--- src/rtl/tst_pkg.sv ---
// Shared types and constants of the task slot table.
// No dependencies; every other file of the block depends on this package.
package tst_pkg;

   localparam int SLOT_COUNT  = 16;   // number of task slots, 2 to 256
   localparam int SLOT_W      = 8;
   localparam int WORD_W      = 32;
   localparam int BYTES_W     = 24;
   localparam int COUNT_W     = 9;
   localparam int CSR_ADDR_W  = 3;
   localparam int CSR_DATA_W  = 32;

   typedef enum logic [1:0] {
      ACT_CREATE  = 2'd0,
      ACT_REMOVE  = 2'd1,
      ACT_RUN     = 2'd2,
      ACT_SUSPEND = 2'd3
   } action_type;

   typedef enum logic [1:0] {
      ST_FREE      = 2'd0,
      ST_READY     = 2'd1,
      ST_RUNNING   = 2'd2,
      ST_SUSPENDED = 2'd3
   } status_type;

   typedef enum logic [1:0] {
      RC_OK  = 2'd0,
      RC_NOP = 2'd1,
      RC_ERR = 2'd2
   } result_type;

   typedef enum logic [1:0] {
      CTL_IDLE,
      CTL_BUSY,
      CTL_RESP
   } ctl_state_type;

   // register index, taken from paddr[2]
   typedef enum logic {
      REG_STACK_TOP   = 1'b0,
      REG_STACK_BYTES = 1'b1
   } reg_index_type;

   typedef struct packed {
      logic [WORD_W-1:0]  stack_region_top;
      logic [BYTES_W-1:0] stack_bytes_per_task;
   } cfg_type;

   // transaction token that walks down the row of slot cells
   typedef struct packed {
      logic               valid;
      action_type         action;
      logic [SLOT_W-1:0]  slot;
      logic [WORD_W-1:0]  entry;
      logic [WORD_W-1:0]  argument;
      logic [WORD_W-1:0]  offset;        // cell index * stack bytes, mod 2^32
      logic               claimed;
      logic [SLOT_W-1:0]  claim_slot;
      logic [WORD_W-1:0]  claim_offset;
      logic               hit;           // targeted slot accepted the action
      logic [WORD_W-1:0]  run_entry;
      logic [WORD_W-1:0]  run_argument;
   } tok_type;

endpackage

--- src/rtl/tst_if.sv ---
// Valid/ready channel interfaces for requests and responses.
// Depends on tst_pkg.
interface tst_req_if;
   logic                       valid;
   logic                       ready;
   tst_pkg::action_type        action;
   logic [tst_pkg::SLOT_W-1:0] slot_id;
   logic [tst_pkg::WORD_W-1:0] entry_address;
   logic [tst_pkg::WORD_W-1:0] entry_argument;

   modport source (output valid, action, slot_id, entry_address, entry_argument,
                   input ready);
   modport sink   (input valid, action, slot_id, entry_address, entry_argument,
                   output ready);
endinterface

interface tst_rsp_if;
   logic                        valid;
   logic                        ready;
   tst_pkg::result_type         result_code;
   logic [tst_pkg::SLOT_W-1:0]  assigned_slot;
   logic [tst_pkg::WORD_W-1:0]  stack_top;
   logic [tst_pkg::BYTES_W-1:0] stack_bytes;
   logic [tst_pkg::WORD_W-1:0]  run_entry;
   logic [tst_pkg::WORD_W-1:0]  run_argument;
   logic                        current_valid;
   logic [tst_pkg::SLOT_W-1:0]  current_slot;
   logic [tst_pkg::COUNT_W-1:0] live_count;

   modport source (output valid, result_code, assigned_slot, stack_top, stack_bytes,
                   run_entry, run_argument, current_valid, current_slot, live_count,
                   input ready);
   modport sink   (input valid, result_code, assigned_slot, stack_top, stack_bytes,
                   run_entry, run_argument, current_valid, current_slot, live_count,
                   output ready);
endinterface

--- src/rtl/tst_csr.sv ---
// APB-style configuration registers: stack region top and per-task stack size.
// Depends on tst_pkg.
module tst_csr (
   input  logic                            clock,
   input  logic                            reset,
   input  logic                            psel,
   input  logic                            penable,
   input  logic                            pwrite,
   input  logic [tst_pkg::CSR_ADDR_W-1:0]  paddr,
   input  logic [tst_pkg::CSR_DATA_W-1:0]  pwdata,
   output logic [tst_pkg::CSR_DATA_W-1:0]  prdata,
   output logic                            pready,
   output tst_pkg::cfg_type                cfg
);
   import tst_pkg::*;

   logic [WORD_W-1:0]  top_ff, top_in;
   logic [BYTES_W-1:0] bytes_ff, bytes_in;
   reg_index_type      reg_index;
   logic               wr_en;

   assign reg_index = reg_index_type'(paddr[CSR_ADDR_W-1]);
   assign wr_en     = psel & penable & pwrite;
   assign pready    = 1'b1;

   always_comb begin
      top_in   = top_ff;
      bytes_in = bytes_ff;
      prdata   = '0;
      unique case (reg_index)
         REG_STACK_TOP: begin
            prdata = top_ff;
            if (wr_en) top_in = pwdata[WORD_W-1:0];
         end
         REG_STACK_BYTES: begin
            prdata = {{(CSR_DATA_W-BYTES_W){1'b0}}, bytes_ff};
            if (wr_en) bytes_in = pwdata[BYTES_W-1:0];
         end
         default: prdata = '0;
      endcase
   end

   always_ff @(posedge clock) begin
      if (reset) begin
         top_ff   <= '0;
         bytes_ff <= BYTES_W'(4096);
      end else begin
         top_ff   <= top_in;
         bytes_ff <= bytes_in;
      end
   end

   assign cfg.stack_region_top     = top_ff;
   assign cfg.stack_bytes_per_task = bytes_ff;

endmodule

--- src/rtl/tst_cell.sv ---
// One task slot: status, entry and argument, plus the token stage to the next cell.
// Depends on tst_pkg.
module tst_cell (
   input  logic                          clock,
   input  logic                          reset,
   input  logic [tst_pkg::SLOT_W-1:0]    cell_index,
   input  logic [tst_pkg::BYTES_W-1:0]   stack_bytes,
   input  tst_pkg::tok_type              tok_i,
   output tst_pkg::tok_type              tok_o
);
   import tst_pkg::*;

   status_type        status_ff, status_in;
   logic [WORD_W-1:0] entry_ff, argument_ff;
   logic              write_en;
   tok_type           tok_ff, tok_in;

   always_comb begin
      tok_in        = tok_i;
      tok_in.offset = tok_i.offset + {{(WORD_W-BYTES_W){1'b0}}, stack_bytes};
      status_in     = status_ff;
      write_en      = 1'b0;
      if (tok_i.valid) begin
         if (tok_i.action == ACT_CREATE) begin
            // first free cell on the way takes the new task
            if (tok_i.entry != '0 && !tok_i.claimed && status_ff == ST_FREE) begin
               status_in           = ST_READY;
               write_en            = 1'b1;
               tok_in.claimed      = 1'b1;
               tok_in.claim_slot   = cell_index;
               tok_in.claim_offset = tok_i.offset;
            end
         end else if (tok_i.slot == cell_index && status_ff != ST_FREE) begin
            case (tok_i.action)
               ACT_REMOVE: begin
                  if (cell_index != '0) begin
                     status_in  = ST_FREE;
                     tok_in.hit = 1'b1;
                  end
               end
               ACT_RUN: begin
                  status_in           = ST_RUNNING;
                  tok_in.hit          = 1'b1;
                  tok_in.run_entry    = entry_ff;
                  tok_in.run_argument = argument_ff;
               end
               default: begin
                  status_in  = ST_SUSPENDED;
                  tok_in.hit = 1'b1;
               end
            endcase
         end
      end
   end

   always_ff @(posedge clock) begin
      if (reset) begin
         status_ff    <= ST_FREE;
         tok_ff.valid <= 1'b0;
      end else begin
         status_ff    <= status_in;
         tok_ff.valid <= tok_in.valid;
      end
   end

   // payload, no reset
   always_ff @(posedge clock) begin
      if (write_en) begin
         entry_ff    <= tok_i.entry;
         argument_ff <= tok_i.argument;
      end
      tok_ff.action       <= tok_in.action;
      tok_ff.slot         <= tok_in.slot;
      tok_ff.entry        <= tok_in.entry;
      tok_ff.argument     <= tok_in.argument;
      tok_ff.offset       <= tok_in.offset;
      tok_ff.claimed      <= tok_in.claimed;
      tok_ff.claim_slot   <= tok_in.claim_slot;
      tok_ff.claim_offset <= tok_in.claim_offset;
      tok_ff.hit          <= tok_in.hit;
      tok_ff.run_entry    <= tok_in.run_entry;
      tok_ff.run_argument <= tok_in.run_argument;
   end

   assign tok_o = tok_ff;

endmodule

--- src/rtl/task_slot_table.sv ---
// Top level of the task slot table: request/response channels, CSR port,
// row of slot cells and the result stage. Depends on tst_pkg, tst_if,
// tst_csr and tst_cell.
//
// Usage:
//  - req_chan carries one command (create, remove, run, suspend) per
//    transaction; rsp_chan returns exactly one result per command.
//  - One command is in flight at a time. Once accepted, a token is loaded
//    into a head register and walks down the row of SLOT_COUNT cells, one
//    cell per cycle. Each cell owns one slot; the token claims the lowest
//    free slot on create, or hits the addressed slot on the other actions.
//    The stack offset (index * stack size) is accumulated cell by cell.
//  - A result reaches rsp valid through the head register, the row of cells
//    and the result register; the command rate is set by the length of the
//    cell row, as a new command waits until the response is delivered.
//  - req ready is high only while the block is idle.
//  - If the sink stalls, the result is held in the output register and no
//    new command is taken until it is delivered.
//  - Reset (synchronous) frees all slots, clears the live count and the
//    current task, and loads the CSRs with top = 0, stack size = 4096.
//    Entry/argument storage is not cleared; it is only read for used slots.
//  - CSRs: 0x0 stack region top, 0x4 stack bytes per task; write while idle.
module task_slot_table (
   input  logic                            clock,
   input  logic                            reset,
   tst_req_if.sink                         req_chan,
   tst_rsp_if.source                       rsp_chan,
   input  logic                            psel,
   input  logic                            penable,
   input  logic                            pwrite,
   input  logic [tst_pkg::CSR_ADDR_W-1:0]  paddr,
   input  logic [tst_pkg::CSR_DATA_W-1:0]  pwdata,
   output logic [tst_pkg::CSR_DATA_W-1:0]  prdata,
   output logic                            pready
);
   import tst_pkg::*;

   cfg_type           cfg;
   ctl_state_type     state_ff, state_in;
   logic              req_accept, rsp_accept;

   tok_type           head_ff;
   tok_type           chain [SLOT_COUNT];
   tok_type           tail;
   logic [SLOT_COUNT:0] tok_valid_vec;

   // bookkeeping registers
   logic [COUNT_W-1:0] count_ff, count_in;
   logic               cur_flag_ff, cur_flag_in;
   logic [SLOT_W-1:0]  cur_slot_ff, cur_slot_in;

   // result register
   result_type         rc_ff, rc_in;
   logic [SLOT_W-1:0]  aslot_ff, aslot_in;
   logic [WORD_W-1:0]  stop_ff, stop_in;
   logic [BYTES_W-1:0] sbytes_ff, sbytes_in;
   logic [WORD_W-1:0]  rentry_ff, rentry_in;
   logic [WORD_W-1:0]  rarg_ff, rarg_in;

   tst_csr u_csr (
      .clock   (clock),
      .reset   (reset),
      .psel    (psel),
      .penable (penable),
      .pwrite  (pwrite),
      .paddr   (paddr),
      .pwdata  (pwdata),
      .prdata  (prdata),
      .pready  (pready),
      .cfg     (cfg)
   );

   assign req_accept = req_chan.valid & req_chan.ready;
   assign rsp_accept = rsp_chan.valid & rsp_chan.ready;

   // ---------------- control FSM ----------------
   always_ff @(posedge clock) begin
      if (reset) begin
         state_ff <= CTL_IDLE;
      end else begin
         state_ff <= state_in;
      end
   end

   always_comb begin
      state_in       = state_ff;
      req_chan.ready = 1'b0;
      rsp_chan.valid = 1'b0;
      unique case (state_ff)
         CTL_IDLE: begin
            req_chan.ready = 1'b1;
            if (req_chan.valid) state_in = CTL_BUSY;
         end
         CTL_BUSY: begin
            if (tail.valid) state_in = CTL_RESP;
         end
         CTL_RESP: begin
            rsp_chan.valid = 1'b1;
            if (rsp_chan.ready) state_in = CTL_IDLE;
         end
         default: state_in = CTL_IDLE;
      endcase
   end

   // ---------------- head of the row ----------------
   always_ff @(posedge clock) begin
      if (reset) begin
         head_ff.valid <= 1'b0;
      end else begin
         head_ff.valid <= req_accept;
      end
   end

   always_ff @(posedge clock) begin
      if (req_accept) begin
         head_ff.action       <= req_chan.action;
         head_ff.slot         <= req_chan.slot_id;
         head_ff.entry        <= req_chan.entry_address;
         head_ff.argument     <= req_chan.entry_argument;
         head_ff.offset       <= '0;
         head_ff.claimed      <= 1'b0;
         head_ff.claim_slot   <= '0;
         head_ff.claim_offset <= '0;
         head_ff.hit          <= 1'b0;
         head_ff.run_entry    <= '0;
         head_ff.run_argument <= '0;
      end
   end

   // ---------------- row of slot cells ----------------
   for (genvar k = 0; k < SLOT_COUNT; k++) begin : g_cell
      if (k == 0) begin : g_first
         tst_cell u_cell (
            .clock       (clock),
            .reset       (reset),
            .cell_index  (SLOT_W'(k)),
            .stack_bytes (cfg.stack_bytes_per_task),
            .tok_i       (head_ff),
            .tok_o       (chain[k])
         );
      end else begin : g_next
         tst_cell u_cell (
            .clock       (clock),
            .reset       (reset),
            .cell_index  (SLOT_W'(k)),
            .stack_bytes (cfg.stack_bytes_per_task),
            .tok_i       (chain[k-1]),
            .tok_o       (chain[k])
         );
      end
      assign tok_valid_vec[k+1] = chain[k].valid;
   end
   assign tok_valid_vec[0] = head_ff.valid;
   assign tail = chain[SLOT_COUNT-1];

   // ---------------- result stage ----------------
   always_comb begin
      count_in    = count_ff;
      cur_flag_in = cur_flag_ff;
      cur_slot_in = cur_slot_ff;
      rc_in       = RC_NOP;
      aslot_in    = '0;
      stop_in     = '0;
      sbytes_in   = '0;
      rentry_in   = '0;
      rarg_in     = '0;
      if (tail.action == ACT_CREATE) begin
         if (tail.entry == '0) begin
            rc_in = RC_ERR;
         end else if (tail.claimed) begin
            // a claim implies a free slot, so the count cannot be full here
            rc_in     = RC_OK;
            count_in  = count_ff + COUNT_W'(1);
            aslot_in  = tail.claim_slot;
            stop_in   = cfg.stack_region_top - tail.claim_offset;
            sbytes_in = cfg.stack_bytes_per_task;
         end
      end else if (tail.hit) begin
         rc_in = RC_OK;
         case (tail.action)
            ACT_REMOVE: begin
               // current task register stays as is
               if (count_ff != '0) count_in = count_ff - COUNT_W'(1);
            end
            ACT_RUN: begin
               cur_flag_in = 1'b1;
               cur_slot_in = tail.slot;
               rentry_in   = tail.run_entry;
               rarg_in     = tail.run_argument;
            end
            default: begin
               // suspend clears current even when another slot was current
               cur_flag_in = 1'b0;
               cur_slot_in = '0;
            end
         endcase
      end
   end

   always_ff @(posedge clock) begin
      if (reset) begin
         count_ff    <= '0;
         cur_flag_ff <= 1'b0;
         cur_slot_ff <= '0;
      end else if (tail.valid) begin
         count_ff    <= count_in;
         cur_flag_ff <= cur_flag_in;
         cur_slot_ff <= cur_slot_in;
      end
   end

   always_ff @(posedge clock) begin
      if (tail.valid) begin
         rc_ff     <= rc_in;
         aslot_ff  <= aslot_in;
         stop_ff   <= stop_in;
         sbytes_ff <= sbytes_in;
         rentry_ff <= rentry_in;
         rarg_ff   <= rarg_in;
      end
   end

   assign rsp_chan.result_code   = rc_ff;
   assign rsp_chan.assigned_slot = aslot_ff;
   assign rsp_chan.stack_top     = stop_ff;
   assign rsp_chan.stack_bytes   = sbytes_ff;
   assign rsp_chan.run_entry     = rentry_ff;
   assign rsp_chan.run_argument  = rarg_ff;
   assign rsp_chan.current_valid = cur_flag_ff;
   assign rsp_chan.current_slot  = cur_flag_ff ? cur_slot_ff : '0;
   assign rsp_chan.live_count    = count_ff;

`ifndef SYNTH
   // only one token may be in the cell row at any time
   a_one_token: assert property (@(posedge clock) disable iff (reset)
      $onehot0(tok_valid_vec))
      else $error("more than one token in the slot row");

   // an accepted request enters the head of the row next cycle
   a_head_load: assert property (@(posedge clock) disable iff (reset)
      req_accept |=> head_ff.valid)
      else $error("accepted request did not reach the row head");

   // live count stays within the table size
   a_count_range: assert property (@(posedge clock) disable iff (reset)
      count_ff <= COUNT_W'(SLOT_COUNT))
      else $error("live count exceeds slot count");

   // no token may be in flight while a response waits or the block is idle
   a_token_busy: assert property (@(posedge clock) disable iff (reset)
      (tok_valid_vec[SLOT_COUNT:1] != '0) |-> (state_ff == CTL_BUSY))
      else $error("token in the row outside the busy state");
`endif

endmodule
--- src/flat_wrapper.sv ---
// flat-port wrapper written by rule: the top's interface ports become plain ports
module task_slot_table_flat import tst_pkg::*;
  (clock, reset, psel, penable, pwrite, paddr, pwdata, prdata, pready, req_chan_valid, req_chan_action, req_chan_slot_id, req_chan_entry_address, req_chan_entry_argument, req_chan_ready, rsp_chan_valid, rsp_chan_result_code, rsp_chan_assigned_slot, rsp_chan_stack_top, rsp_chan_stack_bytes, rsp_chan_run_entry, rsp_chan_run_argument, rsp_chan_current_valid, rsp_chan_current_slot, rsp_chan_live_count, rsp_chan_ready);
  tst_req_if req_chan_i ();
  tst_rsp_if rsp_chan_i ();
  input  logic clock;
  input  logic reset;
  input  logic psel;
  input  logic penable;
  input  logic pwrite;
  input  logic [tst_pkg::CSR_ADDR_W-1:0] paddr;
  input  logic [tst_pkg::CSR_DATA_W-1:0] pwdata;
  output logic [tst_pkg::CSR_DATA_W-1:0] prdata;
  output logic pready;
  input wire logic [$bits(req_chan_i.valid)-1:0] req_chan_valid;
  input wire logic [$bits(req_chan_i.action)-1:0] req_chan_action;
  input wire logic [$bits(req_chan_i.slot_id)-1:0] req_chan_slot_id;
  input wire logic [$bits(req_chan_i.entry_address)-1:0] req_chan_entry_address;
  input wire logic [$bits(req_chan_i.entry_argument)-1:0] req_chan_entry_argument;
  output wire logic [$bits(req_chan_i.ready)-1:0] req_chan_ready;
  output wire logic [$bits(rsp_chan_i.valid)-1:0] rsp_chan_valid;
  output wire logic [$bits(rsp_chan_i.result_code)-1:0] rsp_chan_result_code;
  output wire logic [$bits(rsp_chan_i.assigned_slot)-1:0] rsp_chan_assigned_slot;
  output wire logic [$bits(rsp_chan_i.stack_top)-1:0] rsp_chan_stack_top;
  output wire logic [$bits(rsp_chan_i.stack_bytes)-1:0] rsp_chan_stack_bytes;
  output wire logic [$bits(rsp_chan_i.run_entry)-1:0] rsp_chan_run_entry;
  output wire logic [$bits(rsp_chan_i.run_argument)-1:0] rsp_chan_run_argument;
  output wire logic [$bits(rsp_chan_i.current_valid)-1:0] rsp_chan_current_valid;
  output wire logic [$bits(rsp_chan_i.current_slot)-1:0] rsp_chan_current_slot;
  output wire logic [$bits(rsp_chan_i.live_count)-1:0] rsp_chan_live_count;
  input wire logic [$bits(rsp_chan_i.ready)-1:0] rsp_chan_ready;
  assign req_chan_i.valid = req_chan_valid;
  assign req_chan_i.action = req_chan_action;
  assign req_chan_i.slot_id = req_chan_slot_id;
  assign req_chan_i.entry_address = req_chan_entry_address;
  assign req_chan_i.entry_argument = req_chan_entry_argument;
  assign req_chan_ready = req_chan_i.ready;
  assign rsp_chan_valid = rsp_chan_i.valid;
  assign rsp_chan_result_code = rsp_chan_i.result_code;
  assign rsp_chan_assigned_slot = rsp_chan_i.assigned_slot;
  assign rsp_chan_stack_top = rsp_chan_i.stack_top;
  assign rsp_chan_stack_bytes = rsp_chan_i.stack_bytes;
  assign rsp_chan_run_entry = rsp_chan_i.run_entry;
  assign rsp_chan_run_argument = rsp_chan_i.run_argument;
  assign rsp_chan_current_valid = rsp_chan_i.current_valid;
  assign rsp_chan_current_slot = rsp_chan_i.current_slot;
  assign rsp_chan_live_count = rsp_chan_i.live_count;
  assign rsp_chan_i.ready = rsp_chan_ready;
  task_slot_table u_core (.clock(clock), .reset(reset), .req_chan(req_chan_i), .rsp_chan(rsp_chan_i), .psel(psel), .penable(penable), .pwrite(pwrite), .paddr(paddr), .pwdata(pwdata), .prdata(prdata), .pready(pready));
endmodule
--- config.mk ---
export PLATFORM = sky130hd
export DESIGN_NAME = task_slot_table_flat
export DESIGN_NICKNAME = d
export VERILOG_FILES = /design/src/rtl/tst_pkg.sv /design/src/rtl/tst_if.sv /design/src/rtl/tst_csr.sv /design/src/rtl/tst_cell.sv /design/src/rtl/task_slot_table.sv /design/src/flat_wrapper.sv
export SDC_FILE = /design/constraint.sdc
export NUM_CORES = 2
export LEC_CHECK = 0
export BUFFER_PORTS_ARGS = -buffer_cell sky130_fd_sc_hd__buf_2
export CAP_MARGIN = 40
export CORE_MARGIN = 8
export CORE_UTILIZATION = 62
export DETAILED_ROUTE_END_ITERATION = 7
export HOLD_SLACK_MARGIN = 0.05
export MAX_ROUTING_LAYER = met4
export PLACE_DENSITY_LB_ADDON = 0.12
export SLEW_MARGIN = 20
export SYNTH_ARGS = -nofsm -noshare
export SYNTH_HDL_FRONTEND = slang
export SYNTH_HIERARCHICAL = 1
export SYNTH_SLANG_ARGS = --single-unit
--- constraint.sdc ---
create_clock -name clock -period 5.18 [get_ports clock]
set_input_delay 0 -clock clock [delete_from_list [all_inputs] [get_ports clock]]
set_output_delay 0 -clock clock [all_outputs]
set_load 0.01 [all_outputs]
==> summary.md <==
| Metric | Value |
|---|---|
| Clk sinks | 4681 |
| Max Clk Rate | 281 MHz |
| Fin area | 183000 um^2 |
| Hold path startpoint | reset |
| Clock root buffer | clkbuf_16 |
| CP most frequent cell | buf_4 |
| R2r startpoint | u_core/head_ff[171]$_DFFE_PP_ |
| Setup repair bufs after CTS | 0 |
| Starting DRT DRC Count | 5929 |
| I/O pin total | 299 |
| Final cycle utilization of the critical path | 68.7% |
| Commonest non-fill, non-tap cell in the layout | dfxtp_1 |
| Die width | 520 um |
| Relative slew slack | 36.2% |
| GRT Overall Usage | 22.1% |
| Min Tclk post-route | 3.56 ns |
| Layout cells sized above 1 | 19.6% |
| Startpoint types | flip-flop |
| Initial antenna violation count | 2 |
| Slew Limit Fails | 0 |
| First-pass GRT wire length | 478000 um |
| CP Cell Sequence | nor4_1, nand4_1, o211ai_4, buf_4, clkinv_2, buf_4, buf_16 |
| CTS max path bufs | 4 |
| MaxCap Viol Count | 0 |
| Post-DR vias/cell | 5.19 |
| FP Rows | 185 |
| Dpl cell area | 165000 um^2 |
| CP peak stage delay | 0.52 ns |
| TNS Setup | 0 ns |
| Final hold violations | 0 |
| Starting Density | 62.1% |
| Post-Syn Area per Cell | 13.3 um^2 |
| Routed Antenna Nets | 0 |
| Sequential Power Share | 50.9% |
| Total CTS buffers | 440 |
| Path type of the worst setup path | reg2reg |
| Skew-Pair Late Insertion Delay | 1.01 ns |
| Switching part of the total power | 23.1% |
| Placer Congestion | 0.917 |
| P_sw | 18.9 mW |
| Largest net degree at the start of global routing | 144 |
| Total number of vias | 87500 |
| Clock share of power | 39.4% |
| Gate power share | 9.6% |
| CTS H-Tree Depth | 5 |
| Worst Clk Skew | 0.105 ns |
| Post-synthesis cell count | 11800 |
| Die Ht | 520 um |
| Post-cts resize count | 0 |
| Leak pwr | 75.3 nW |
| Final setup viols | 0 |
| Pwr dens | 448 nW/um^2 |
| Largest fanout on the critical path | 48 |
| Internal Power | 63.0 mW |
| Nets | 13700 |
| Area growth syn-to-layout | 16.0% |
| Most frequent cells in the layout | dfxtp_1 (3451), nand2_1 (1449), mux2_2 (1297), edfxtp_1 (1228), conb_1 (570) |
| Gr ovfl total | 0 |
| Avg WL per Cell | 17.7 um |
| RSZ-0062 raised after global routing | false |
| Crit path max-delay cell type | clkinv_2 |
| Worst endpoint data arrival time | 4.27 ns |
| Maximum VDD drop | 0.390 mV |
| Synth warn | 6 |
| Vias in the first global route | 88600 |
| Netlist Area Pre-Place | 157000 um^2 |
| Remaining routing DRC violations | 0 |
| CTS tree | yes |
| Dpl hpwl | 207000 um |
| CP startpoint | u_core/head_ff[171]$_DFFE_PP_ |
| Total wire length | 299000 um |
| Outcome | completed |
| Router iterations before antenna repair | 6 |
| Core area | 253000 um^2 |
| Slew @ Worst Pin | 0.958 ns |
| Setup crit end kind | flip-flop |
| Port Buffers | 295 |
| Die area | 270000 um^2 |
| Req. time, crit path | 5.89 ns |
| Clk slew on worst S/H paths | 0.06 ns |
| Worst min path class | in2reg |
[metal layers]
metal	up-vias	wire length, um	GRT usage [%]
met3	564	14300	3.30
met4	0	6680	5.47
met2	2272	129000	33.0
met5	-	0	-
met1	40900	149000	32.0
li1	43800	-	-
[critical path: cells and delay by family (launching register included)]
| family | cells | cell delay (ns) |
|---|---|---|
| AOI/OAI and AO/OA | 1 | 0.27 |
| DFF | 1 | 0.40 |
| and+or+nand+nor | 2 | 0.88 |
| buffers and inverters | 4 | 1.61 |
[metrics by stage]
step	hold slack (ns)	setup WS, ns	util, %	std cells	power (mW)
finish	0.204	1.62	72.1	16900	81.8
global route	0.179	1.24	72.1	16900	85.2
CTS	0.127	1.31	72.0	16900	82.4
detailed placement	0.178	1.32	65.2	15800	50.0
global placement	0.178	1.39	64.9	15800	49.7
floorplan	0.0716	0.471	-	12400	48.0
[final cells by class]
type / count / area [um^2]
antenna: 1 / 2.50
clock buffer: 636 / 12900
clock inverter: 162 / 1940
fill: 16700 / 70600
inverter: 163 / 632
multi-input combinational: 7193 / 51400
sequential: 4681 / 106000
tap: 3366 / 4210
timing repair buffer: 659 / 5460
[power groups by stage]
stage,combinational (mW),sequential [mW],clock [mW]
after global placement,7.27,42.4,0
after CTS,7.74,41.7,32.9
after detailed placement,7.53,42.5,0
final,7.89,41.7,32.3
after global routing,8.71,42.0,34.5
after floorplan,6.12,41.9,0
[state kept, by name, indices dropped and copies added (netlist names)]
| signal | cells |
|---|---|
| u_core/cur_slot_ff | 8 |
| u_core/g_cell.g_first.u_cell/argument_ff | 32 |
| u_core/g_cell.g_first.u_cell/entry_ff | 32 |
| u_core/g_cell.g_first.u_cell/status_ff | 2 |
| u_core/g_cell.g_first.u_cell/tok_o | 213 |
| u_core/g_cell.g_next.u_cell/argument_ff | 480 |
| u_core/g_cell.g_next.u_cell/entry_ff | 480 |
| u_core/g_cell.g_next.u_cell/status_ff | 30 |
| u_core/g_cell.g_next.u_cell/tok_o | 3131 |
| u_core/head_ff | 75 |
| u_core/rsp_chan.assigned_slot | 8 |
| u_core/rsp_chan.current_valid | 1 |
| u_core/rsp_chan.live_count | 9 |
| u_core/rsp_chan.result_code | 2 |
| u_core/rsp_chan.run_argument | 32 |
| u_core/rsp_chan.run_entry | 32 |
| u_core/rsp_chan.stack_bytes | 24 |
| u_core/rsp_chan.stack_top | 32 |
| u_core/state_ff | 2 |
| u_core/u_csr/bytes_ff | 24 |
| u_core/u_csr/top_ff | 32 |
[what timing repair did]
item	4_1_cts	5_1_grt
hold endpoints to repair	273	0
hold buffers	249	0
setup endpoints to repair	0	0
[worst paths after layout]
path / end / slack [ns] / cells past startpoint
max: u_core/g_cell[0].g_first.u_cell/argument_ff[30]$_DFFE_PP_ / 1.62 / 7
min: u_core/g_cell[4].g_next.u_cell/tok_o[212]$_SDFF_PP0_ / 0.20 / 4
max reg2reg: u_core/g_cell[0].g_first.u_cell/argument_ff[30]$_DFFE_PP_ / 1.62 / 7
min reg2reg: u_core/g_cell[2].g_next.u_cell/tok_o[144]$_DFF_P_ / 0.30 / 0
Power figures use the tool's default switching activity.
